--- config.mk ---
export PLATFORM = sky130hd
export DESIGN_NAME = abps_queue
export DESIGN_NICKNAME = d
export VERILOG_FILES = /design/src/hw/rtl/abps_pkg.sv /design/src/hw/rtl/abps_queue.sv
export SDC_FILE = /design/constraint.sdc
export NUM_CORES = 1
export LEC_CHECK = 0
export ABC_AREA = 1
export BUFFER_PORTS_ARGS = -buffer_cell sky130_fd_sc_hd__buf_4
export CAP_MARGIN = 5
export CORE_MARGIN = 5
export CORE_UTILIZATION = 50
export DETAILED_ROUTE_END_ITERATION = 8
export PLACE_DENSITY = 0.76
export SLEW_MARGIN = 25
export SYNTH_ARGS = -nofsm -noshare
export SYNTH_HDL_FRONTEND = slang
export SYNTH_SLANG_ARGS = --single-unit
--- constraint.sdc ---
create_clock -name aclk -period 5.8 [get_ports aclk]
set_input_delay 0.87 -clock aclk [delete_from_list [all_inputs] [get_ports aclk]]
set_output_delay 0.87 -clock aclk [all_outputs]
set_load 0.05 [all_outputs]
--- src/hw/rtl/abps_pkg.sv ---
package abps_pkg;

    // Fixed field widths of the pixel transaction.
    localparam int REG_W       = 9;
    localparam int COORD_W     = 16;
    localparam int COLOR_W     = 24;
    localparam int ALPHA_W     = 8;
    localparam int CHAN_W      = 8;
    localparam int NUM_CHAN    = 3;
    localparam int SUM_W       = 16;
    localparam int S_TDATA_W   = 64;
    localparam int M_TDATA_W   = 24;
    localparam int CFG_INDEX_W = 1;

    // Width of y*width + x before it is cut to the memory address.
    localparam int ADDR_SUM_W  = 2 * REG_W + 1;

    localparam logic [ALPHA_W-1:0] FULL_ALPHA = 8'hFF;
    localparam logic [ALPHA_W-1:0] ZERO_ALPHA = 8'h00;

    // Opcodes carried on s_tuser.
    localparam logic OP_READ  = 1'b0;
    localparam logic OP_WRITE = 1'b1;

    // Configuration register indexes.
    localparam logic [CFG_INDEX_W-1:0] REG_SCREEN_WIDTH  = 1'b0;
    localparam logic [CFG_INDEX_W-1:0] REG_SCREEN_HEIGHT = 1'b1;

    // Command kinds decided by the front end.
    localparam logic [1:0] KIND_NONE  = 2'd0;
    localparam logic [1:0] KIND_READ  = 2'd1;
    localparam logic [1:0] KIND_STORE = 2'd2;
    localparam logic [1:0] KIND_BLEND = 2'd3;

    // Command queue geometry.
    localparam int QUEUE_DEPTH = 2;
    localparam int QUEUE_PTR_W = 1;
    localparam int QUEUE_CNT_W = 2;

    typedef struct packed {
        logic [1:0]         kind;
        logic               in_bounds;
        logic [COLOR_W-1:0] color;
        logic [ALPHA_W-1:0] alpha;
    } cmd_t;

endpackage

--- src/hw/rtl/abps_queue.sv ---
module abps_queue #(
    parameter int AW = 16
) (
    input  logic                aclk,
    input  logic                aresetn,
    input  logic                push_valid,
    output logic                push_ready,
    input  abps_pkg::cmd_t      push_cmd,
    input  logic [AW-1:0]       push_addr,
    output logic                pop_valid,
    input  logic                pop_ready,
    output abps_pkg::cmd_t      pop_cmd,
    output logic [AW-1:0]       pop_addr
);

    localparam int PTR_W = abps_pkg::QUEUE_PTR_W;
    localparam int CNT_W = abps_pkg::QUEUE_CNT_W;

    abps_pkg::cmd_t     slot_cmd_reg  [abps_pkg::QUEUE_DEPTH];
    logic [AW-1:0]      slot_addr_reg [abps_pkg::QUEUE_DEPTH];
    logic [PTR_W-1:0]   wr_ptr_reg, wr_ptr_next;
    logic [PTR_W-1:0]   rd_ptr_reg, rd_ptr_next;
    logic [CNT_W-1:0]   count_reg, count_next;
    logic               do_push;
    logic               do_pop;

    assign push_ready = (count_reg != CNT_W'(abps_pkg::QUEUE_DEPTH));
    assign pop_valid  = (count_reg != '0);
    assign do_push    = push_valid && push_ready;
    assign do_pop     = pop_valid && pop_ready;
    assign pop_cmd    = slot_cmd_reg[rd_ptr_reg];
    assign pop_addr   = slot_addr_reg[rd_ptr_reg];

    // Pointer and occupancy update.
    always_comb begin
        wr_ptr_next = do_push ? wr_ptr_reg + PTR_W'(1) : wr_ptr_reg;
        rd_ptr_next = do_pop ? rd_ptr_reg + PTR_W'(1) : rd_ptr_reg;
        count_next  = count_reg;
        if (do_push && !do_pop) begin
            count_next = count_reg + CNT_W'(1);
        end else if (do_pop && !do_push) begin
            count_next = count_reg - CNT_W'(1);
        end
    end

    always_ff @(posedge aclk) begin
        if (!aresetn) begin
            wr_ptr_reg <= '0;
            rd_ptr_reg <= '0;
            count_reg  <= '0;
        end else begin
            wr_ptr_reg <= wr_ptr_next;
            rd_ptr_reg <= rd_ptr_next;
            count_reg  <= count_next;
        end
    end

    // Slot storage carries payload only.
    always_ff @(posedge aclk) begin
        if (do_push) begin
            slot_cmd_reg[wr_ptr_reg]  <= push_cmd;
            slot_addr_reg[wr_ptr_reg] <= push_addr;
        end
    end

endmodule

Yosys cells after proc, flatten, opt, wreduce, memory -nomap -nowiden
Memories as Yosys holds them, arrays and structs flattened. A register that Yosys moved wholly into a read port is not among the register bits.
Cells that the tools add are included.
Widths: inputs -> output; s select.
- reductions and logical operators: 8
- eq/ne operators: 1
- muxes and demuxes: 8
- add/subtract/negate cells: 4
- operator list (cell ; count):
    $mux 1 ; 6
    $logic_and 1x1->1 ; 4
    $mux 2 ; 2
    $reduce_bool 2->1 ; 2
    $add 1x1->1 const B ; 2
    $add 2x1->2 const B ; 1
    $logic_not 1->1 ; 2
    $ne 2x2->1 const B ; 1
    $sub 2x1->2 const B ; 1
- memories kept: 2
- bits in writable memories: 102
- output and inout port bits: 53
- word-level logic and storage cells: 26
- register bits: 4
- memory list (memory ; depth ; bits a word ; rd ports ; clocked after memory_dff ; write ports ; RTL line ; text):
    slot_cmd_reg ; 2 ; 35 ; 1 ; 1 ; 1 ; abps_queue.sv:19 ; abps_pkg::cmd_t slot_cmd_reg [abps_pkg::QUEUE_DEPTH];
    slot_addr_reg ; 2 ; 16 ; 1 ; 1 ; 1 ; abps_queue.sv:20 ; logic [AW-1:0] slot_addr_reg [abps_pkg::QUEUE_DEPTH];

Longest topological paths before layout
Gate-level depths: netlist (run 1).
- depth in word-level cells: 6
- depth in mapped cells: 11
- mapped depth without buffers: 11

Least setup slack after synthesis (run 1)
Ideal clock, no wire load.
- path kind: input to register
- start: input port push_valid
- end: memory slot_addr_reg[0][0], enable pin
- setup slack: 2.213 ns
- library setup time: 0.460 ns
- data arrival time: 3.127 ns
- stages on the path: 2
- buffers on the path: 0
- cell sequence: nand2_1 > nor2_1
- word-level cells in the longest chain between the ends: 3
- ends and longest elaborated chain (what ; RTL line ; text):
    start: declaration ; abps_queue.sv:6 ; input logic push_valid,
    $logic_and 1x1->1 ; abps_queue.sv:29 ; assign do_push = push_valid && push_ready;
    $mux 1 ; abps_queue.sv:60 ; if (do_push) begin
    $mux 1 (implied by the code) ; abps_queue.sv:62 ; slot_addr_reg[wr_ptr_reg] <= push_addr;
    end: declaration ; abps_queue.sv:20 ;
No other way between the ends.

==> results of run 1 <==
-- worst min path at each step --
| stage | start | end | slack (ps) | depth (start not counted) |
|---|---|---|---|---|
| 6_report | rd_ptr_reg | flip-flop | 510 | 2 |
| 5_1_grt | rd_ptr_reg | flip-flop | 550 | 2 |
| 4_1_cts | rd_ptr_reg | flip-flop | 520 | 2 |
| 3_5_place_dp | rd_ptr_reg | flip-flop | 500 | 2 |
| 3_3_place_gp | rd_ptr_reg | rd_ptr_reg | 480 | 2 |
| 2_1_floorplan | rd_ptr_reg | flip-flop | 470 | 2 |
-- synth_stat cells --
cell and n:
o21a_1 1, dfxtp_1 5, nand3_1 1, mux2_2 1, nor2_1 8, o21ai_0 2
buf_6 1, nand2_1 9, edfxtp_1 102, ha_1 1, a21oi_1 1, mux2_4 50
inv_1 8, nand4_1 1, buf_12 5
-- power by group --
part	leakage (nW)	switching, mW	internal [mW]
logic	0.978	0.563	0.347
registers	0.993	0.0833	0.977
clock network	0.0878	0.224	0.196
total	2.06	0.870	1.52
-- worst max-delay path, delay by kind of cell, from the launching register on --
| family | cells | cell delay (ps) |
|---|---|---|
| mux | 1 | 420 |
| buf+inv | 1 | 190 |
| flops | 1 | 990 |
-- placed cells by master (no fill, tap or decap), types with 2 or more instances in the layout --
cell type and n:
clkinv_1 2, dfxtp_1 4, edfxtp_1 102, mux2_4 50
o21ai_0 2, nor2_4 2, inv_1 8, buf_4 109
clkbuf_8 9, nand2_1 9, nor2_1 6
-- cell families (layout without fill, tap and decap cells) --
family,count (synthesis),count (layout),synth area share
simple gates,19,19,0.01797
mux,51,51,0.1824
fa+ha+maj,1,1,0.002995
flops,107,107,0.7573
compound gates,4,4,0.005392
buf+inv,14,132,0.03385
-- per-stage QoR --
| step | instance area, um^2 | worst slack, ps | util | hold slack, ps | power [mW] |
|---|---|---|---|---|---|
| global placement | 5034 | 3235 | 0.6157 | 479.6 | 1.984 |
| global route | 5215 | 2864 | 0.6379 | 550.6 | 2.500 |
| CTS | 5215 | 2923 | 0.6379 | 519.0 | 2.419 |
| floorplan | 4177 | 2213 | - | 466.9 | 1.788 |
| detailed placement | 5034 | 3174 | 0.6157 | 496.5 | 2.002 |
| finish | 5215 | 2968 | 0.6379 | 509.2 | 2.390 |
-- per-layer routing --
layer / vias up / track usage
met2: 79 / 0.2254
met5: - / 0
met3: 9 / 0.04477
met1: 973 / 0.1551
met4: 0 / 0.04601
li1: 970 / -
-- cell type report --
cell class	instances	area (um^2)	share of cell area
Clock buffer	10	127.6	0.02447
Clock inverter	5	53.80	0.01032
Inverter	8	30.03	0.005758
Multi-Input combinational cell	75	887.1	0.1701
Sequential cell	107	3167	0.6072
Tap cell	105	131.4	0.02519
Timing Repair Buffer	109	818.3	0.1569
==> results.ini, run 1 <==
[run_status]
status=finished, final reports clean

[sta]
grt_setup_unrepaired=false
relSlewSlack=0.3571
slew_viol_final=0
fin_crit_ps=2832
timing.setup.tns_ps=0
clock.fmax_mhz=353.2
final-hold-violation-count=0
finClkSkew_ps=7.536
finalSetupViolCount=0
fin_crit_sh=0.4882
worst_pin_slew_ps=964.3

[route]
drcViolationCount=0
wirelength_mm=6.631
drtAntennaViolNets=0
maxUsedRoutingLayer=met4
drt-wirelength-per-cell_um=15.83
wl_met3_um=565
drt-met1-wl_mm=2.470
firstDrtPassIters=4
met2_length_mm=3.517
viasPerCell=4.847
drt-initial-drc-count=72
vias=2031

[power_and_ir_drop]
p_leak_nw=2.059
ir_drop_mv=0.3171
power_density_mw_per_mm2=458.3

[setup_path]
worstPathArrival_ps=1960
cp.required_ps=4930
rr_startpoint=count_reg[0]
cp-start-kind=flip-flop
crit_fanout=51
rr_worst_depth=5
worst-r2r-setup-slack_ps=3620
crit_end=pop_cmd[14]
critical_path.cell_chain=mux2_2 > buf_4
reg2reg_to=slot_addr_reg[1][12]
endpoint_kind=output port
max_stage_delay_ps=990
cp_slowest_cell=dfxtp_4
crit_type=reg -> out

[hold_path]
hold_class=reg -> reg

[clock_network]
ctsHtreeMaxLevel=3
cts.clk_slew.worst_paths_ps=90
cts_buffers=9
cts.repair.resized=0
cts_tree=done
clk_latency_ps=340
root_buffer=clkbuf_8
hold_buffers=0
cts_buffer_depth=2
post_cts_buffers=0
clock_sinks=107

[grt]
antenna_found_initial=0
grt_pass1_vias=2133
grt_overflow=0
grt_max_degree=52
grt_use_total=0.1316
grt_pass1_wl_mm=10.17

[floorplanning]
die_area_mm2=0.01028
rows=33
initial_core_util=0.5109
die_w_um=101.4
die_y_um=101.4
ios=108
coreArea_mm2=0.008175

[synthesis]
synth_top_area_frac=0.7334
synthesis.area_mm2=0.004177
yosysWarnings=0
synthDistinctLibCells=15
yosys.area.top_type=edfxtp_1
postSynthCellCount=196
synth_seq_cells=107
syn_nets=252
synth.yosys.seq_area_share=0.7573
postSynthAreaPerCell_um2=21.31
yosys-top-cells-area=edfxtp_1 73%, mux2_4 18%, buf_12 2.4%

[layout]
nets=366
drive_gt1_frac=0.5573
largest_reg_flops=70
area_growth_pct=24.87
fillers=595
fin_cells=419
diodes=0

[placement]
placed_cells_incl_taps=404
gp_congestion=0.7506
place.port_buffers=107
dp_hpwl_mm=4.499

[flow_run]
maxCapViolCount=0

No activity file was read; power rests on OpenSTA's default activity.
==> run 2: changes to the inputs <==
- clock period: 5.8 -> 3 ns (I/O delays scaled with it)
==> results.ini, run 2 (synthesis gave the netlist of run 1 again) <==
[placement]
gp_congestion=0.8219  ; +9.5%
place.port_buffers=107  ; unchanged
dp_slack_ps=1067  ; -2107 ps
dpl-instance-area_mm2=0.005069  ; +0.70%
dp_hpwl_mm=4.688  ; +4.2%

[clock_network]
post_cts_buffers=0  ; unchanged
ctsHtreeMaxLevel=3  ; unchanged
clock_sinks=107  ; unchanged
clk_latency_ps=360  ; +20 ps
cts_buffer_depth=2  ; unchanged
root_buffer=clkbuf_8
cts.repair.resized=0  ; unchanged
hold_buffers=0  ; unchanged
cts.clk_slew.worst_paths_ps=100  ; about the same
cts_buffers=9  ; unchanged
cts_tree=done

[power_and_ir_drop]
p_leak_nw=2.088  ; +1.4%
power_density_mw_per_mm2=887.2  ; +94%
p_comb_frac=0.392  ; +0.011
intPower_mw=2.961  ; +95%
p_clk_frac=0.182  ; +0.006
power.total_mw=4.675  ; +96%
p_seq_frac=0.426  ; -0.018
swShare=0.3665  ; +0.002602
ir_drop_mv=0.5861  ; +85%
power.switching_mw=1.713  ; +97%

[grt]
antenna_found_initial=0  ; unchanged
grt_pass1_wl_mm=10.30  ; +1.3%
grt_use_total=0.1348  ; +0.003163
grt_pass1_vias=2180  ; +2.2%
grt_max_degree=30  ; -42%
grt_overflow=0  ; unchanged

[hold_path]
min_path_cells=1  ; -1
whs_endpoint=slot_cmd_reg[0][16]
hp-start=push_cmd[16]
hold_class=in -> reg

[sta]
clock.fmax_mhz=436.9
fin_crit_ps=2289
relSlewSlack=0.7022  ; +0.3450
slew_viol_final=0  ; unchanged
layout_setup_ws_ps=711.0  ; -2257 ps
grt_setup_unrepaired=false
finalSetupViolCount=0  ; unchanged
fin_crit_sh=0.7630
finClkSkew_ps=10.24  ; +2.706 ps
worst_pin_slew_ps=446.8  ; -517.5 ps
final-hold-violation-count=0  ; unchanged

[floorplanning]
coreArea_mm2=0.008175  ; unchanged
die_y_um=101.4  ; unchanged
ios=108  ; unchanged
die_w_um=101.4  ; unchanged
initial_core_util=0.5109  ; unchanged
rows=33  ; unchanged
die_area_mm2=0.01028  ; unchanged

[layout]
area_growth_pct=26.15
drive_gt1_frac=0.5692  ; +0.01186
stdcell_area_mm2=0.005269  ; +1.0%
nets=369  ; +0.82%
layout_commonest_cell=buf_4
diodes=0  ; unchanged
fillers=592  ; -0.50%
most-common-layout-cells=111 x buf_4, 102 x edfxtp_1, 50 x mux2_4, 9 x nand2_1, 9 x clkbuf_8
largest_reg_flops=70  ; unchanged

[route]
drcViolationCount=0  ; unchanged
firstDrtPassIters=4  ; unchanged
drt-wirelength-per-cell_um=15.75  ; -0.50%
wirelength_mm=6.661  ; +0.45%
vias=2063  ; +1.6%
drtAntennaViolNets=0  ; unchanged
viasPerCell=4.877  ; +0.62%
drt-initial-drc-count=51  ; -29%

[flow_run]
maxCapViolCount=0  ; unchanged

[setup_path]
endpoint_kind=output port
worst-r2r-setup-slack_ps=1360  ; -2260 ps
reg2reg_to=count_reg[1]
rr_startpoint=count_reg[0]
crit_fanout=29  ; -43%
rr_worst_depth=9  ; +4
worstPathArrival_ps=1840  ; -120 ps
cp-start-kind=flip-flop
cp.required_ps=2550  ; -2380 ps
crit_type=reg -> out

[run_status]
status=finished, final reports clean

-- run 2: cell count changes in the layout (fill, tap and decap cells not counted), sizes merged --
cell | before | now
buf | 109 | 112
clkbuf | 10 | 9
clkinv | 2 | 4
-- run 2: power groups by stage --
stage,registers (mW),logic [mW],clock network [mW]
finish,1.99,1.83,0.852
global route,2.02,1.91,0.943
CTS,2.00,1.85,0.874
detailed placement,2.03,1.85,0
global placement,2.02,1.83,0
floorplan,1.98,1.48,0
-- run 2: metrics by stage --
stage               hold slack [ps]  std cells    util  TNS (ps)
floorplan                     466.9        196       -    -58200
global placement              480.4        407  0.6200         0
detailed placement            486.7        407  0.6200         0
CTS                           245.7        423  0.6445         0
global route                  233.9        423  0.6445         0
finish                        261.6        423  0.6445         0
-- run 2: area by class of cell --
cell class	count	area, um^2	area share
clock buffer	9	123.9	0.02351
clock inverter	7	76.32	0.01449
inverter	8	30.03	0.005699
multi-input combinational	75	887.1	0.1684
sequential	107	3167	0.6010
tap	105	131.4	0.02493
timing repair buffer	112	853.3	0.1620
-- run 2: critical path, cell delays in order, from the launching register on --
cell and delay [ps]:
dfxtp_4 650, buf_12 300, mux2_4 320, buf_4 190
-- run 2: worst max path at each step --
stage	endpoint	slack [ps]	from
floorplan	slot_addr_reg[0][0]	-570	count_reg[0]
global placement	pop_addr[12]	1090	flip-flop
CTS	pop_addr[11]	670	flip-flop
finish	pop_addr[11]	710	flip-flop
detailed placement	pop_addr[11]	1070	flip-flop
global route	pop_addr[11]	610	flip-flop
-- run 2: layer usage --
metal,part of all wire,GRT usage,routed length (um),vias up
met4,0.011,0.05828,76,0
met1,0.39,0.1564,2583,995
met5,0,0,0,-
li1,-,-,-,979
met3,0.083,0.04890,553,8
met2,0.52,0.2259,3448,81
==> run 3: changes to the inputs <==
- clock period: 3 -> 2.2 ns (I/O delays scaled with it)
==> results.ini, run 3 (synthesis gave the netlist of run 1 again) <==
[hold_path]
min_path_cells=1  ; unchanged
hold_class=in -> reg

[layout]
stdcell_area_mm2=0.005273  ; about the same
most-common-layout-cells=110 x buf_4, 102 x edfxtp_1, 50 x mux2_4, 9 x clkbuf_8
area_growth_pct=26.24  ; about the same
nets=370  ; +0.27%
diodes=0  ; unchanged
layout_commonest_cell=buf_4
drive_gt1_frac=0.5705  ; +0.001351
largest_reg_flops=70  ; unchanged

[setup_path]
crit_type=reg -> out
cp.depth=3  ; unchanged
endpoint_kind=output port
cp_slowest_cell=dfxtp_4
crit_fanout=23  ; -21%
critical_path.cell_chain=buf_12 > mux2_4 > buf_4
cp.required_ps=1870  ; -680 ps
worstPathArrival_ps=1680  ; -160 ps
timing.critical_path.buf_inv=2  ; unchanged
max_stage_delay_ps=550  ; -100 ps
crit_family=flip-flops
rr_worst_depth=5  ; -4
cp-start-kind=flip-flop

[clock_network]
cts_tree=done
cts_buffers=9  ; unchanged
cts.clk_slew.worst_paths_ps=100  ; about the same
clk_latency_ps=350  ; about the same
cts_buffer_depth=2  ; unchanged
hold_buffers=0  ; unchanged
ctsHtreeMaxLevel=3  ; unchanged
clock_sinks=107  ; unchanged
root_buffer=clkbuf_8
cts.repair.resized=0  ; unchanged
post_cts_buffers=0  ; unchanged

[power_and_ir_drop]
intPower_mw=3.959  ; +34%
p_clk_frac=0.165  ; -0.017
swShare=0.3718  ; +0.005258
power.total_mw=6.302  ; +35%
p_leak_nw=2.083  ; -0.23%
ir_drop_mv=0.8492  ; +45%
p_comb_frac=0.407  ; +0.015
p_seq_frac=0.429  ; +0.003
power.switching_mw=2.343  ; +37%
power_density_mw_per_mm2=1195  ; +35%

[sta]
timing.hold.ws_ps=155.7  ; -105.9 ps
fin_crit_sh=0.9154
final-hold-violation-count=0  ; unchanged
clock.fmax_mhz=496.5
relSlewSlack=0.6675  ; -0.03462
fin_crit_ps=2014
timing.setup.tns_ps=0  ; unchanged
grt_setup_unrepaired=false
finClkSkew_ps=7.391  ; -2.851 ps
finalSetupViolCount=0  ; unchanged
slew_viol_final=0  ; unchanged
worst_pin_slew_ps=498.7  ; +51.93 ps

[grt]
grt_use_total=0.1386  ; +0.003798
grt_overflow=0  ; unchanged
grt_max_degree=37  ; +23%
grt_pass1_wl_mm=10.70  ; +3.9%
grt_pass1_vias=2233  ; +2.4%
antenna_found_initial=0  ; unchanged

[placement]
dp_hpwl_mm=4.950  ; +5.6%
gp_congestion=0.7866  ; -4.3%
dpl-instance-area_mm2=0.005104  ; +0.69%
place.port_buffers=107  ; unchanged

[floorplanning]
die_y_um=101.4  ; unchanged
die_area_mm2=0.01028  ; unchanged
ios=108  ; unchanged
initial_core_util=0.5109  ; unchanged
rows=33  ; unchanged
coreArea_mm2=0.008175  ; unchanged
die_w_um=101.4  ; unchanged

[route]
drt-wirelength-per-cell_um=16.39  ; +4.1%
drt-initial-drc-count=82  ; +61%
viasPerCell=4.880  ; about the same
vias=2069  ; +0.29%
firstDrtPassIters=5  ; +1
drtAntennaViolNets=0  ; unchanged
drcViolationCount=0  ; unchanged
wirelength_mm=6.948  ; +4.3%

[run_status]
status=finished, final reports clean

[flow_run]
maxCapViolCount=0  ; unchanged

-- run 3: final timing paths --
path	start	endpoint	slack [ps]
setup / recovery	flip-flop	pop_addr[10]	190
hold / removal	push_cmd[34]	slot_cmd_reg[0][34]	160
setup reg to reg	count_reg[0]	slot_cmd_reg[1][2]	550
hold reg to reg	rd_ptr_reg	rd_ptr_reg	540
-- run 3: worst register-to-register path: stages, from the launching register on --
cell and delay (ps):
dfxtp_1 370, inv_1 110, nand2_2 80, nand2_1 160
nor2_4 130, buf_4 430
-- run 3: area by class of cell --
class                      count  area, um^2
sequential                   107        3167
clock buffer                  11       131.4
timing repair buffer         113       885.9
multi-input combinational     75       889.6
inverter                       8       30.03
fill                         581        2903
tap                          105       131.4
clock inverter                 5       37.54
-- run 3: power groups by stage --
stage / clock, mW / sequential (mW) / combinational (mW)
after floorplan: 0 / 2.68 / 2.03
after global placement: 0 / 2.73 / 2.57
after detailed placement: 0 / 2.75 / 2.59
after CTS: 1.07 / 2.70 / 2.59
after global routing: 1.17 / 2.73 / 2.68
final: 1.04 / 2.70 / 2.56
-- run 3: layer usage --
layer / vias up / wire [um] / GRT usage
li1: 975 / - / -
met4: 0 / 133 / 0.06953
met5: - / 0 / 0
met3: 8 / 445 / 0.02617
met1: 1010 / 2764 / 0.1636
met2: 76 / 3603 / 0.2420
-- run 3: per-stage QoR --
step | utilization | instances | setup WS [ps]
5_1_grt | 0.6449 | 424 | 115.7
2_1_floorplan | - | 196 | 118.9
4_1_cts | 0.6449 | 424 | 155.9
6_report | 0.6449 | 424 | 186.0
3_5_place_dp | 0.6243 | 408 | 550.0
3_3_place_gp | 0.6243 | 408 | 563.6
