$ cat src/hw/rtl/abps_pkg.sv
package abps_pkg;

    // Fixed field widths of the pixel transaction.
    localparam int REG_W       = 9;
    localparam int COORD_W     = 16;
    localparam int COLOR_W     = 24;
    localparam int ALPHA_W     = 8;
    localparam int CHAN_W      = 8;
    localparam int NUM_CHAN    = 3;
    localparam int SUM_W       = 16;
    localparam int S_TDATA_W   = 64;
    localparam int M_TDATA_W   = 24;
    localparam int CFG_INDEX_W = 1;

    // Width of y*width + x before it is cut to the memory address.
    localparam int ADDR_SUM_W  = 2 * REG_W + 1;

    localparam logic [ALPHA_W-1:0] FULL_ALPHA = 8'hFF;
    localparam logic [ALPHA_W-1:0] ZERO_ALPHA = 8'h00;

    // Opcodes carried on s_tuser.
    localparam logic OP_READ  = 1'b0;
    localparam logic OP_WRITE = 1'b1;

    // Configuration register indexes.
    localparam logic [CFG_INDEX_W-1:0] REG_SCREEN_WIDTH  = 1'b0;
    localparam logic [CFG_INDEX_W-1:0] REG_SCREEN_HEIGHT = 1'b1;

    // Command kinds decided by the front end.
    localparam logic [1:0] KIND_NONE  = 2'd0;
    localparam logic [1:0] KIND_READ  = 2'd1;
    localparam logic [1:0] KIND_STORE = 2'd2;
    localparam logic [1:0] KIND_BLEND = 2'd3;

    // Command queue geometry.
    localparam int QUEUE_DEPTH = 2;
    localparam int QUEUE_PTR_W = 1;
    localparam int QUEUE_CNT_W = 2;

    typedef struct packed {
        logic [1:0]         kind;
        logic               in_bounds;
        logic [COLOR_W-1:0] color;
        logic [ALPHA_W-1:0] alpha;
    } cmd_t;

endpackage

$ cat src/hw/rtl/abps_front.sv
module abps_front #(
    parameter int MAX_WIDTH  = 256,
    parameter int MAX_HEIGHT = 256,
    parameter int AW         = 16
) (
    input  logic                              s_tvalid,
    output logic                              s_tready,
    input  logic [abps_pkg::S_TDATA_W-1:0]    s_tdata,
    input  logic                              s_tuser,
    input  logic [abps_pkg::REG_W-1:0]        screen_width,
    input  logic [abps_pkg::REG_W-1:0]        screen_height,
    input  logic                              clear_busy,
    output logic                              push_valid,
    input  logic                              push_ready,
    output abps_pkg::cmd_t                    push_cmd,
    output logic [AW-1:0]                     push_addr
);

    localparam int REG_W   = abps_pkg::REG_W;
    localparam int COORD_W = abps_pkg::COORD_W;
    localparam int SUM_W   = abps_pkg::ADDR_SUM_W;
    localparam int PW      = (AW > SUM_W) ? AW : SUM_W;

    logic [COORD_W-1:0]               pos_x;
    logic [COORD_W-1:0]               pos_y;
    logic [abps_pkg::COLOR_W-1:0]     fg_color;
    logic [abps_pkg::ALPHA_W-1:0]     blend_alpha;
    logic [REG_W-1:0]                 eff_width;
    logic [REG_W-1:0]                 eff_height;
    logic                             on_screen;
    logic [2*REG_W-1:0]               row_base;
    logic [PW-1:0]                    addr_wide;

    // Unpack the transaction fields.
    assign pos_x       = s_tdata[15:0];
    assign pos_y       = s_tdata[31:16];
    assign fg_color    = s_tdata[55:32];
    assign blend_alpha = s_tdata[63:56];

    // Register values above the memory geometry are clipped to it.
    always_comb begin
        if (int'(screen_width) > MAX_WIDTH) begin
            eff_width = REG_W'(MAX_WIDTH);
        end else begin
            eff_width = screen_width;
        end
        if (int'(screen_height) > MAX_HEIGHT) begin
            eff_height = REG_W'(MAX_HEIGHT);
        end else begin
            eff_height = screen_height;
        end
    end

    // Bounds check on the signed coordinates.
    assign on_screen = !pos_x[COORD_W-1] && !pos_y[COORD_W-1] &&
                       (COORD_W'(eff_width) > pos_x) && (COORD_W'(eff_height) > pos_y);

    // Linear address; inside the screen y and x both fit in the register width.
    assign row_base  = (2*REG_W)'(pos_y[REG_W-1:0]) * (2*REG_W)'(eff_width);
    assign addr_wide = PW'(row_base) + PW'(pos_x[REG_W-1:0]);
    assign push_addr = addr_wide[AW-1:0];

    // Classify the transaction for the back end.
    always_comb begin
        push_cmd.in_bounds = on_screen;
        push_cmd.color     = fg_color;
        push_cmd.alpha     = blend_alpha;
        if (!on_screen) begin
            push_cmd.kind = abps_pkg::KIND_NONE;
        end else if (s_tuser == abps_pkg::OP_READ) begin
            push_cmd.kind = abps_pkg::KIND_READ;
        end else if (blend_alpha == abps_pkg::FULL_ALPHA) begin
            push_cmd.kind = abps_pkg::KIND_STORE;
        end else if (blend_alpha == abps_pkg::ZERO_ALPHA) begin
            push_cmd.kind = abps_pkg::KIND_NONE;
        end else begin
            push_cmd.kind = abps_pkg::KIND_BLEND;
        end
    end

    // No transaction is taken while the pixel memory is being cleared.
    assign push_valid = s_tvalid && !clear_busy;
    assign s_tready   = push_ready && !clear_busy;

endmodule

$ cat config.mk
export PLATFORM = sky130hd
export DESIGN_NAME = abps_front
export DESIGN_NICKNAME = d
export VERILOG_FILES = /design/src/hw/rtl/abps_pkg.sv /design/src/hw/rtl/abps_front.sv
export SDC_FILE = /design/constraint.sdc
export NUM_CORES = 1
export LEC_CHECK = 0
export BUFFER_PORTS_ARGS = -buffer_cell sky130_fd_sc_hd__buf_2
export CELL_PAD_IN_SITES_DETAIL_PLACEMENT = 0
export CELL_PAD_IN_SITES_GLOBAL_PLACEMENT = 1
export CORE_ASPECT_RATIO = 0.6
export CORE_MARGIN = 3
export CORE_UTILIZATION = 34
export DETAILED_ROUTE_END_ITERATION = 10
export GPL_TIMING_DRIVEN = 0
export PLACE_DENSITY = 0.77
export SLEW_MARGIN = 40
export SYNTH_ARGS = -nofsm -noshare
export SYNTH_HDL_FRONTEND = slang
export SYNTH_SLANG_ARGS = --single-unit
$ cat constraint.sdc
create_clock -name vclk -period 6.9
set_clock_uncertainty 0.05 [all_clocks]
set_input_delay 1.38 -clock vclk [all_inputs]
set_output_delay 1.38 -clock vclk [all_outputs]
set_load 0.005 [all_outputs]
# Yosys cells after proc, flatten, opt, wreduce, memory -nomap -nowiden
# Index checks and enable logic that the tools add are counted.
[op_classes]
addsub = 1
n_mul = 1
order_cmp = 4
eq_ne = 1
mux = 6
reduce_logical = 9
[op_table]
columns = ["cell", "count"]
rows = [
  ["$gt 9x16->1", 2],
  ["$gt 9x9->1 const B", 2],
  ["$mux 9", 2],
  ["$add 16x9->16", 1],
  ["$mul 9x9->16", 1],
  ["$eq 8x8->1 const B", 1],
  ["$logic_not 8->1", 1],
  ["$mux 2", 4],
  ["$logic_and 1x1->1", 5],
  ["$logic_not 1->1", 3],
]
[totals]
register_bits = 0
input_bits = 86
output_inout_bits = 53
word_cells = 22

# Longest topological paths before layout
# Gate-level depths: netlist of the first run.
[logic_depth]
ltp_word = 6
depth_mapped = 20
depth_no_buf = 18

# Worst setup path after synthesis of the first run
# Ideal clock, no wire load.
[synth_path]
kind = "input to output"
from = "in screen_width[8] (netlist bit)"
to = "out push_addr[12]"
arrival_time_ns = 5.916
t_required_ns = 5.470
slack_ns = -0.446
path_stages = 19
n_path_buf = 2
cell_sequence = "clkbuf_1 > nor2b_1 > clkbuf_1 > and2_1 > fa_1 > fa_1 > inv_1 > fa_1 > inv_1 > fa_1 > inv_1 > fa_1 > inv_1 > ha_1 > a211oi_1 > o211a_1 > nor2_1 > a221oi_1 > xnor2_1"
[synth_via]
elab_chain_len = 4
[synth_rtl]
columns = ["item", "line", "text"]
rows = [
  ["start: declaration", "abps_front.sv:10", "input logic [abps_pkg::REG_W-1:0] screen_width,"],
  ["$gt 9x9->1", "abps_front.sv:42", "if (int'(screen_width) > MAX_WIDTH) begin"],
  ["$mux 9 (*)", "abps_front.sv:42", ""],
  ["$mul 9x9->16 (*)", "abps_front.sv:59", "assign row_base = (2*REG_W)'(pos_y[REG_W-1:0]) * (2*REG_W)'(eff_width);"],
  ["$add 16x9->16 (*)", "abps_front.sv:60", "assign addr_wide = PW'(row_base) + PW'(pos_x[REG_W-1:0]);"],
  ["end: declaration", "abps_front.sv:16", "output logic [AW-1:0] push_addr"],
]
# Mark *: on every way between the ends. The rest lies on a longest branch, timed or not.

# Worst setup path in the final report of the first run
[layout_path]
from = "in screen_width[8] (netlist bit)"
to = "out push_addr[11]"
# The elaborated chain is that of the path after synthesis.

==> results.txt, run 1 <==
- Core footprint: 0.0102 mm²
- The total count of hold-check failures in the final report came to 0.
* Status: finished with violations
* Commonest cells after routing, fill and taps aside: sky130_fd_sc_hd__buf_2, sky130_fd_sc_hd__inv_1, sky130_fd_sc_hd__fa_1, sky130_fd_sc_hd__ha_1, sky130_fd_sc_hd__buf_4
- Placement Rows: 28
- Cell variety after synth: 38
- Routed vias/inst: 4.69
- Die Wd: 140 µm
- Class of the tightest hold or removal check: input port to output port
* Number of sequential cells in the layout: 0
- Synth Cell Area: 0.00365 mm²
* Leftover overflow at the end of global routing: 0
* Number of nets in the final layout: 773
* RSZ-0062 raised after global routing: true
* Post-Syn Nets: roughly 640
* Post-detailed-routing wire length: 10400 µm
- Sequential-to-total area share from yosys stat: 0%
* Overall Power: 0.000894 W
- Antenna cells: 0
* Total routing resource utilization after global routing: 17.1%
- Of all nets on the critical path, the largest fanout is 8.
- FF+latch area: 0 µm²
- The slowest stage of the critical path is the sky130_fd_sc_hd__fa_1 cell.
- Initial antenna violation count: 0
* Endpoint arrival time on the critical path: approximately 5800 ps
- Relative to the synthesized area, the layout overhead comes to 35.2%.
* PD cells: 181 mW/mm²
- Max-cap violations in this run came to 0.
- Classification of the worst setup path: input port to output port
- XOR/XNOR Fraction of Synth Area: under 10%
- The worst path uses 105% of the clock period.
- Boundary pin count: around 140
- Drt first-iter violations: 90
* Maximum frequency from static timing analysis: 0.138 GHz
- For this run, the slowest stage of the critical path takes 540 ps.
- YS warnings: 0
* Final weighted congestion in routability-driven placement: approximately 0.9
- Leaving out fill and tap cells, the most frequent cell in the layout is sky130_fd_sc_hd__buf_2.
- By instance count, the cell type seen most on the critical path is sky130_fd_sc_hd__fa_1.
* Pin count of the biggest net entering global routing: 11
- Share of layout cells above drive strength 1: between 40% and 50%
* Sort of element at the end of the critical path: output port
- The die covers 0.0121 mm².
- Clock buffer instance count of the final layout: 0
- For this block, the via count after detailed routing is between 3000 and 4000.
- Number of max-slew violations in the final report: 0
- Tmin final: 7260 ps
- Met3 Use GR: under 10%
- Required time at the worst-slack endpoint: 5470 ps
- A synthesized cell averages 8.29 µm².
- The wire-length estimate of the detail-placed layout is approximately 8800 µm.
- Actual slew at the worst max-slew pin: 540 ps
- Prior to clock tree synthesis, the placed netlist has a worst setup slack of -831 ps.
- Combinational family with the most area after synthesis: adder cells
- Area share of fa/ha/maj cells after synthesis: about half
- For this configuration, the core starts out at a cell density of 35.9%.
* Fraction of the mapped netlist area in compound gates: 8.09%
- Cts hold-fix bufs: 0
- Residual antenna-violating net count after detailed routing: 0
- GRT met2 Usage: 28.0%
* Critical path startpoint category: input port
- The number of global-route vias before repair is 3450.
- After Yosys synthesis, and, or, nand and nor cells account for 20.3% of the synthesized area.
- Setup violations remaining at the end of the flow were counted as 8.
- The layer flagged by global routing as most heavily used is met2.
- In the routed design, unresolved DRC markers number 0.
- First-pass iteration count of the detailed router: 4
* GR met1 Demand/Resource: between 20% and 30%
- The final reports fail on negative setup slack.
- Count of filler cells inserted in the layout: 985
- Routed wire length per instance: 14.8 µm
- Headroom to the max-slew limit came out at between 60 and 70%.
- Synthesis produced a netlist whose cell count is 440.
- Multiplexer area fraction after synthesis: 0%
- The first global-routing pass estimated approximately 17000 µm of wire.
- Count of port buffers added during placement: 109
- From bottom edge to top edge, the die measures around 86 µm.
* Post-route setup slack: -356 ps
- Ordered cell list for the critical path: buf_12 > nor2b_4 > buf_8 > buf_6 > nand2_1 > fa_1 > inv_1 > fa_1 > ha_1 > fa_1 > inv_1 > fa_1 > inv_1 > ha_2 > nor3_4 > o21bai_2 > buf_4 > a31o_2 > a21oi_2 > xnor2_1 > buf_2
- VDD IR max: 0.000163 V
* Leakage: 2.70 nW
-- area by class of cell --
class | count | area (µm²) | area share (%)
repair buffers | 130 | 746 | 15.1
well taps | 135 | 169 | 3.42
plain buffers | 47 | 390 | 7.91
inverters | 78 | 293 | 5.93
multi-input cells | 314 | 3340 | 67.6
-- metrics by stage --
step	hold slack [ps]	utilization [%]	std cells	area, µm²	TNS, ps
after floorplan	2740	-	440	3730	0
final	2880	48.6	704	4930	-2120
after CTS	2880	46.7	697	4740	-2280
after global routing	2880	48.6	704	4930	-3670
after global placement	2880	43.8	684	4450	-5560
after detailed placement	2880	43.8	684	4450	-5640
-- synthesized netlist by cell type (2+ instances only) --
library cell	count	area, µm²
sky130_fd_sc_hd__nor4_2	3	37.5
sky130_fd_sc_hd__xnor2_1	14	123
sky130_fd_sc_hd__inv_1	78	293
sky130_fd_sc_hd__a21o_1	5	37.5
sky130_fd_sc_hd__fa_1	54	1080
sky130_fd_sc_hd__clkbuf_1	15	56.3
sky130_fd_sc_hd__nor3_1	7	35.0
sky130_fd_sc_hd__nand2b_1	2	12.5
sky130_fd_sc_hd__xor2_1	4	35.0
sky130_fd_sc_hd__a2111oi_2	2	30.0
sky130_fd_sc_hd__a21oi_1	11	55.1
sky130_fd_sc_hd__o211ai_1	3	22.5
sky130_fd_sc_hd__o21ai_0	7	35.0
sky130_fd_sc_hd__nor4_1	3	18.8
sky130_fd_sc_hd__a31oi_1	3	18.8
sky130_fd_sc_hd__nor2b_1	19	119
sky130_fd_sc_hd__buf_4	33	248
sky130_fd_sc_hd__nor2_1	6	22.5
sky130_fd_sc_hd__nand4_1	6	37.5
sky130_fd_sc_hd__a211oi_1	3	22.5
sky130_fd_sc_hd__nand2_1	47	176
sky130_fd_sc_hd__and2_1	37	231
sky130_fd_sc_hd__ha_1	62	776
sky130_fd_sc_hd__nand3_1	2	10.0
-- repair_timing --
item	in CTS	in global routing
gates resized for setup	46	38
setup buffers	13	8
endpoints found under the setup margin	10	10
pin swaps	30	20
-- power by group --
group	switching (W)	internal, W
combinational	0.000437	0.000457
clock	0	0
sequential	0	0
-- final timing paths --
check | start | endpoint | slack, ps | cells past startpoint
setup / recovery | screen_width[8] | push_addr[11] | -360 | 21
hold / removal | s_tdata[39] | push_cmd[15] | 2880 | 2
-- kinds of logic (layout without fill, tap and decap cells) --
family,count (synthesis),in the layout
AOI/OAI and AO/OA,43,43
buffers and inverters,126,255
xor gates and xnor gates,18,18
and+or+nand+nor,137,137
adders and majority gates,116,116
-- worst max-delay path: cells and delay by family --
family / cells / cell delay (ps)
adders and majority gates: 6 / 2680
buffers and inverters: 8 / 780
AOI/OAI and AO/OA: 3 / 460
and+or+nand+nor: 3 / 370
xor gates and xnor gates: 1 / 120
-- layer usage --
| metal | vias to the layer above | wire length, µm |
|---|---|---|
| li1 | 1623 | - |
| met1 | 1574 | 4950 |
| met2 | 102 | 4720 |
| met3 | 4 | 745 |
| met4 | 0 | 29 |
| met5 | - | 0 |
Note: power is estimated with default switching activity, not from simulation.
==> run 2: changes to the inputs <==
- MAX_ROUTING_LAYER: unset -> met4
- SKIP_LAST_GASP: unset -> 1
==> run 2 against run 1 <==
The flow still finishes with violations (negative setup slack). Hold slack unchanged. Non-clock buffer count grew 1. Final area fell by 0.10%. Critical path type unchanged. Largest cell class unchanged.
==> results.txt, run 2 (synthesis gave the netlist of run 1 again) <==
- Status: finished with violations
* Sw Ratio: 48.8% (about the same)
- The maximum resistive drop on vdd was 0.000163 V (about the same).
* Fraction of power consumed by combinational cells: 100.0% (about the same)
- The final reports fail on negative setup slack.
* Post-detailed-routing wire length: 10500 µm (+0.40%)
* Critical path startpoint category: input port
- Most frequent standard cell in the layout excluding fill and tap cells: sky130_fd_sc_hd__buf_2
* Number of stages on the worst hold path: 2 (unchanged)
- The flip-flop and latch count came to 0 (unchanged).
- Number of nets in the final layout: 774 (+0.13%)
* Flop pwr share: 0% (unchanged)
* Final weighted congestion in routability-driven placement: 0.890 (+1.7%)
* Max-cap violations: 0 (unchanged)
- The die boundary height came to 86.2 µm (unchanged).
- Final count of negative-setup-slack endpoints: 8 (unchanged)
- The core area is 0.0102 mm² (unchanged).
* Class of the tightest hold or removal check: input port to output port
- Required time at the worst-slack endpoint: 5470 ps (about the same)
* First-pass GRT wire length: 17000 µm (about the same)
* Sort of element at the end of the critical path: output port
- The total power divided by cell area is 181 mW/mm² (-0.14%).
* Clock buffer instance count of the final layout: 0 (unchanged)
- The max-slew violation total from the final report came to 0 (unchanged).
- Die Wd: 140 µm (unchanged)
- Cell area reported after detailed placement: 0.00445 mm² (unchanged)
* Total DRC errors in the routed layout: 0 (unchanged)
- The actual slew at the worst max-slew pin was 535 ps (-4.02 ps).
- Count of port buffers added during placement: 109 (unchanged)
- The overall power of the completed layout came to 0.000892 W (-0.24%).
- The residual antenna-violating net count after detailed routing was 0 (unchanged).
- The standby leakage power is 2.71 nW (about the same).
- The critical path in this run is classified as input port to output port.
* Area enclosed by the die boundary: 0.0121 mm² (unchanged)
* Max Fanout on Critical Path: 8 (unchanged)
- The utilization after layout came to 48.5% (-0.049 points).
- In the layout the commonest cells are sky130_fd_sc_hd__buf_2, sky130_fd_sc_hd__inv_1, sky130_fd_sc_hd__buf_4, sky130_fd_sc_hd__fa_1, sky130_fd_sc_hd__ha_1.
* Total routing resource utilization after global routing: 17.6% (+0.52 points)
- Sum of net half-perimeters after detailed placement: 8750 µm (unchanged)
* FF+latch area: 0 µm² (unchanged)
- The worst hold slack was 2880 ps (unchanged).
- The number of top-level pins is 139 (unchanged).
- Setup repair after global routing could not meet its margin everywhere.
- Vias: 3316 (+0.39%)
- Endpoint arrival time on the critical path: 5840 ps (about the same)
- The clock group share of total power is 0% (unchanged).
* Vias in the first global route: 3448 (-0.058%)
- Routed vias/inst: 4.70 (+0.25%)
- The count of routing violations after the opening detailed-route iteration was 99 (+10%).
- The detailed-routing iteration count for the pre-antenna-repair pass was 4 (unchanged).
* Starting Density: 35.9% (unchanged)
- Total negative setup slack: -2120 ps (-3.62 ps)
* Pint: 0.000457 W (-0.18%)
* Placement Rows: 28 (unchanged)
- The max-slew headroom at the worst pin came to 64.2% (+0.27 points).
- Share of layout cells above drive strength 1: 40.5% (-0.25 points)
* Tmin final: 7270 ps (+11.0 ps)
- The top achievable clock speed was 0.138 GHz (-0.15%).
* Antenna cells: 0 (unchanged)
- The detail-routed net length per standard cell came to 14.9 µm (+0.26%).
* Pin count of the biggest net entering global routing: 11 (unchanged)
- Total count of hold-check failures in the final report: 0 (unchanged)
* Post-route setup slack: -367 ps (-11.0 ps)
- The hold buffer count at CTS is 0 (unchanged).
* Leftover overflow at the end of global routing: 0 (unchanged)
- The area growth from synthesis to layout is 35.1%.
* Final period util: 105% (+0.16 points)
- Initial antenna violation count: 0 (unchanged)
- Post-route design area: 0.00493 mm² (-0.10%)
- The switching component of the power was 0.000436 W (-0.31%).
run 2: changes by cell type in the layout (fill, tap and decap cells not counted):
cell,previous run,this run
sky130_fd_sc_hd__buf_4,51,54
sky130_fd_sc_hd__buf_6,4,2
sky130_fd_sc_hd__nand2_1,39,41
sky130_fd_sc_hd__nand2_2,7,5
run 2: worst max-delay path, cell delays in order:
cell and delay (ps):
sky130_fd_sc_hd__buf_12 130, sky130_fd_sc_hd__nor2b_4 120, sky130_fd_sc_hd__buf_8 130, sky130_fd_sc_hd__buf_4 110, sky130_fd_sc_hd__nand2_1 70, sky130_fd_sc_hd__fa_1 550, sky130_fd_sc_hd__inv_1 50, sky130_fd_sc_hd__fa_1 450
sky130_fd_sc_hd__ha_1 320, sky130_fd_sc_hd__fa_1 540, sky130_fd_sc_hd__inv_1 50, sky130_fd_sc_hd__fa_1 500, sky130_fd_sc_hd__inv_1 40, sky130_fd_sc_hd__ha_2 330, sky130_fd_sc_hd__nor3_4 180, sky130_fd_sc_hd__o21bai_2 110
sky130_fd_sc_hd__buf_4 140, sky130_fd_sc_hd__a31o_2 220, sky130_fd_sc_hd__a21oi_2 130, sky130_fd_sc_hd__xnor2_1 120, sky130_fd_sc_hd__buf_2 140
run 2: metal layers:
layer  routed length, µm  track usage (%)  part of all wire [%]  vias to the layer above
li1                    -                -                     -                     1627
met1                4960             25.4                    47                     1566
met2                4650             28.0                    44                      118
met3                 827             2.09                   7.9                        5
met4                  42             1.23                  0.40                        0
met5                   0                -                     0                        -
run 2: worst paths after layout:
kind,start,to,slack (ps)
worst max-delay path,screen_width[8],push_addr[11],-370
worst min-delay path,s_tdata[39],push_cmd[15],2880
run 2: power by group through the flow:
| stage | Clock (W) | Sequential (W) | Combinational [W] |
|---|---|---|---|
| 3_5_place_dp | 0 | 0 | 0.000714 |
| 6_report | 0 | 0 | 0.000892 |
| 5_1_grt | 0 | 0 | 0.000999 |
| 2_1_floorplan | 0 | 0 | 0.000490 |
| 4_1_cts | 0 | 0 | 0.000815 |
| 3_3_place_gp | 0 | 0 | 0.000708 |
run 2: cell type report:
class	count	area [µm²]
Multi-Input combinational cell	314	3330
Inverter	78	293
Fill cell	984	5230
Tap cell	135	169
Buffer	47	390
Timing Repair Buffer	131	746
run 2: stage by stage:
step                instances  worst slack (ps)
detailed placement        684              -831
global route              705              -575
CTS                       697              -383
global placement          684              -838
floorplan                 440              5.32
finish                    705              -367
run 2: timing repair:
item	CTS	global route
pin swaps	30	20
setup endpoints to repair	10	10
setup buffers	13	9
hold endpoints to repair	0	0
resized for setup	46	34
==> run 3: changes to the inputs <==
- CORE_MARGIN: 3 -> unset
- clock period: 6.9 -> 6.3 ns (I/O delays scaled with it)
==> run 3 against run 2 <==
Largest cell class unchanged. The run still ends with negative setup slack left. Worst setup slack lost 410 ps. Global-route usage grew 2.1 points. Critical path depth grew 1. First-iteration DRC count grew 10%. Die area shrank 7.4%. Sequential share of layout area is the same. Largest power group unchanged. Final area grew 1.2%. Non-clock buffer count grew 6. Utilization grew 0.74 points.
==> results.txt, run 3 (synthesis gave the netlist of run 1 again) <==
- Share of layout cells above drive strength 1: 42.2% (+1.7 points)
* Count of non-filler cells in the finished layout: 711 (+0.85%)
* Failing checks: negative setup slack
- The worst path buffer plus inverter count is 9 (+1).
* Total DRC errors in the routed layout: 0 (unchanged)
- Max Fanout on Critical Path: 8 (unchanged)
- The net switching fraction of the power came to 48.7% (-0.15 points).
* Leakage: 2.73 nW (+1.0%)
- The detail-routed net length per standard cell was 14.6 µm (-2.1%).
* Fraction of power consumed by combinational cells: 100.0% (about the same)
- The total via count after detailed routing came to 3354 (+1.1%).
- Net Sw Power: 0.000490 W (+13%)
* RSZ-0062 raised after global routing: true
* Endpoint arrival time on the critical path: 5770 ps (-70 ps)
* Most frequent standard cell in the layout excluding fill and tap cells: sky130_fd_sc_hd__buf_2
- Initial antenna violation count: 0 (unchanged)
- Ordered cell list for the critical path: buf_12 > nor2b_4 > buf_8 > nand2_4 > fa_1 > inv_1 > fa_1 > inv_1 > fa_1 > inv_2 > fa_1 > inv_1 > fa_1 > inv_2 > ha_4 > a211oi_2 > o211a_1 > buf_4 > o31ai_2 > a21oi_2 > xnor2_1 > buf_2
- The reported max-cap violation count came to 0 (unchanged).
- The max-slew violation total from the final report is 0 (unchanged).
* Leftover overflow at the end of global routing: 0 (unchanged)
- The count of clock-net buffers in the final layout was 0 (unchanged).
* Number of sequential cells in the layout: 0 (unchanged)
- Required time at the worst-slack endpoint: 4990 ps (-480 ps)
- Pin count of the biggest net entering global routing: 11 (unchanged)
- The number of port buffers was 109 (unchanged).
- The total met3 wirelength after detailed routing came to 715 µm (-14%).
- The detailed-routing iteration count for the pre-antenna-repair pass was 4 (unchanged).
* First-pass GRT wire length: 16800 µm (-1.6%)
* Actual slew at the worst max-slew pin: 541 ps (+5.73 ps)
- The worst setup path is captured at an output port.
- Critical path's top delay family: adder cells
- Overall die height: 82.2 µm (-4.6%)
- Critical Path Max Stage Delay: 560 ps (about the same)
- The initial core utilization is 36.0% (+0.12 points).
- The flow ran to the end, but the final reports show violations.
- The critical path is of the input port to output port type.
- FF+latch area: 0 µm² (unchanged)
- Antenna cells: 0 (unchanged)
- Part of the total power dissipated in the clock network: 0% (unchanged)
- The core area was 0.0101 mm² (-0.34%).
- The number of top-level pins was 139 (unchanged).
* Number of nets in the final layout: 780 (+0.78%)
- Cell with the most instances on the worst path: sky130_fd_sc_hd__fa_1
- The setup slack of the critical path after layout came to -780 ps (-413 ps).
- Sum of net half-perimeters after detailed placement: 8450 µm (-3.4%)
- Cts hold-fix bufs: 0 (unchanged)
- The die outline area came to 0.0112 mm² (-7.4%).
- The count of fill cells added during filler insertion was 955 (-2.9%).
- The global-route usage over all layers came to 19.7% (+2.1 points).
- P&R area growth vs syn: 36.7%
- PD cells: 202 mW/mm² (+12%)
* Placement Rows: 28 (unchanged)
- Final count of negative-setup-slack endpoints: 10 (+2)
- Number of placed instances, taps included: 684 (unchanged)
* Residual antenna-violating net count after detailed routing: 0 (unchanged)
* Flop pwr share: 0% (unchanged)
- Final period util: 112%
* Critical path startpoint category: input port
* Post-detailed-routing wire length: 10400 µm (-1.2%)
- Vias in the first global route: 3357 (-2.6%)
* Die Wd: 136 µm (-2.9%)
* Uppermost metal layer occupied by signal nets: met4
- The total count of hold-check failures in the final report came to 0 (unchanged).
- Met2 Wirelength: 4470 µm (-3.9%)
* Maximum frequency from static timing analysis: 0.141 GHz
- The count of routing violations after the opening detailed-route iteration came to 109 (+10%).
- The number of vias per cell came to 4.72 (+0.29%).
- The routed metal-1 wirelength came to 5070 µm (+2.3%).
- Cell with the largest stage delay on the worst path: sky130_fd_sc_hd__fa_1
* Final weighted congestion in routability-driven placement: 0.835 (-6.2%)
- The max-slew headroom at the worst pin came to 63.7% (-0.53 points).
* Post-Place Setup Slack: -1080 ps (-253 ps)
- Pint: 0.000517 W (+13%)
- Class of the tightest hold or removal check: input port to output port
* Tmin final: 7080 ps
- The setup total negative slack was -5430 ps (-3310 ps).
* VDD IR max: 0.000222 V (+36%)
* Commonest cells after routing, fill and taps aside: sky130_fd_sc_hd__buf_2, sky130_fd_sc_hd__inv_1, sky130_fd_sc_hd__buf_4, sky130_fd_sc_hd__fa_1, sky130_fd_sc_hd__ha_1
[run 3: cell count changes in the layout (fill, tap and decap cells not counted), sizes merged]
cell | previous run | this run
buf | 169 | 174
clkbuf | 9 | 10
[run 3: path summary, 6_finish.rpt]
check,startpoint,to,slack (ps),cells after the start
max,screen_width[8],push_addr[14],-780,22
min,s_tdata[46],push_cmd[22],2630,2
[run 3: routing by layer]
layer | track usage [%] | vias up
met5 | - | -
met2 | 31.9 | 129
met4 | 1.57 | 0
li1 | - | 1635
met1 | 27.7 | 1581
met3 | 1.83 | 9
[run 3: layout make-up]
type / count / area, µm² / share of cell area (%)
Tap cell: 135 / 169 / 3.39
Multi-Input combinational cell: 314 / 3360 / 67.5
Timing Repair Buffer: 137 / 788 / 15.8
Inverter: 78 / 293 / 5.87
Buffer: 47 / 373 / 7.48
[run 3: repair_timing]
| item | CTS | global route |
|---|---|---|
| resized for setup | 47 | 29 |
| gates cloned | 0 | 1 |
| buffers inserted | 22 | 5 |
| setup endpoints to repair | 10 | 11 |
| hold endpoints to repair | 0 | 0 |
| pin swaps | 32 | 38 |
[run 3: stage by stage]
step	utilization [%]	instance area (µm²)	hold WS, ps	power, W
2_1_floorplan	-	3780	2500	0.000574
3_3_place_gp	44.4	4500	2640	0.000808
3_5_place_dp	44.4	4500	2640	0.000815
4_1_cts	48.1	4870	2640	0.000947
5_1_grt	49.2	4990	2640	0.00112
6_report	49.2	4990	2630	0.00101
[run 3: power groups by stage]
stage | combinational [W] | clock, W | sequential (W)
final | 0.00101 | 0 | 0
after global routing | 0.00112 | 0 | 0
after CTS | 0.000947 | 0 | 0
after detailed placement | 0.000815 | 0 | 0
after global placement | 0.000808 | 0 | 0
after floorplan | 0.000574 | 0 | 0
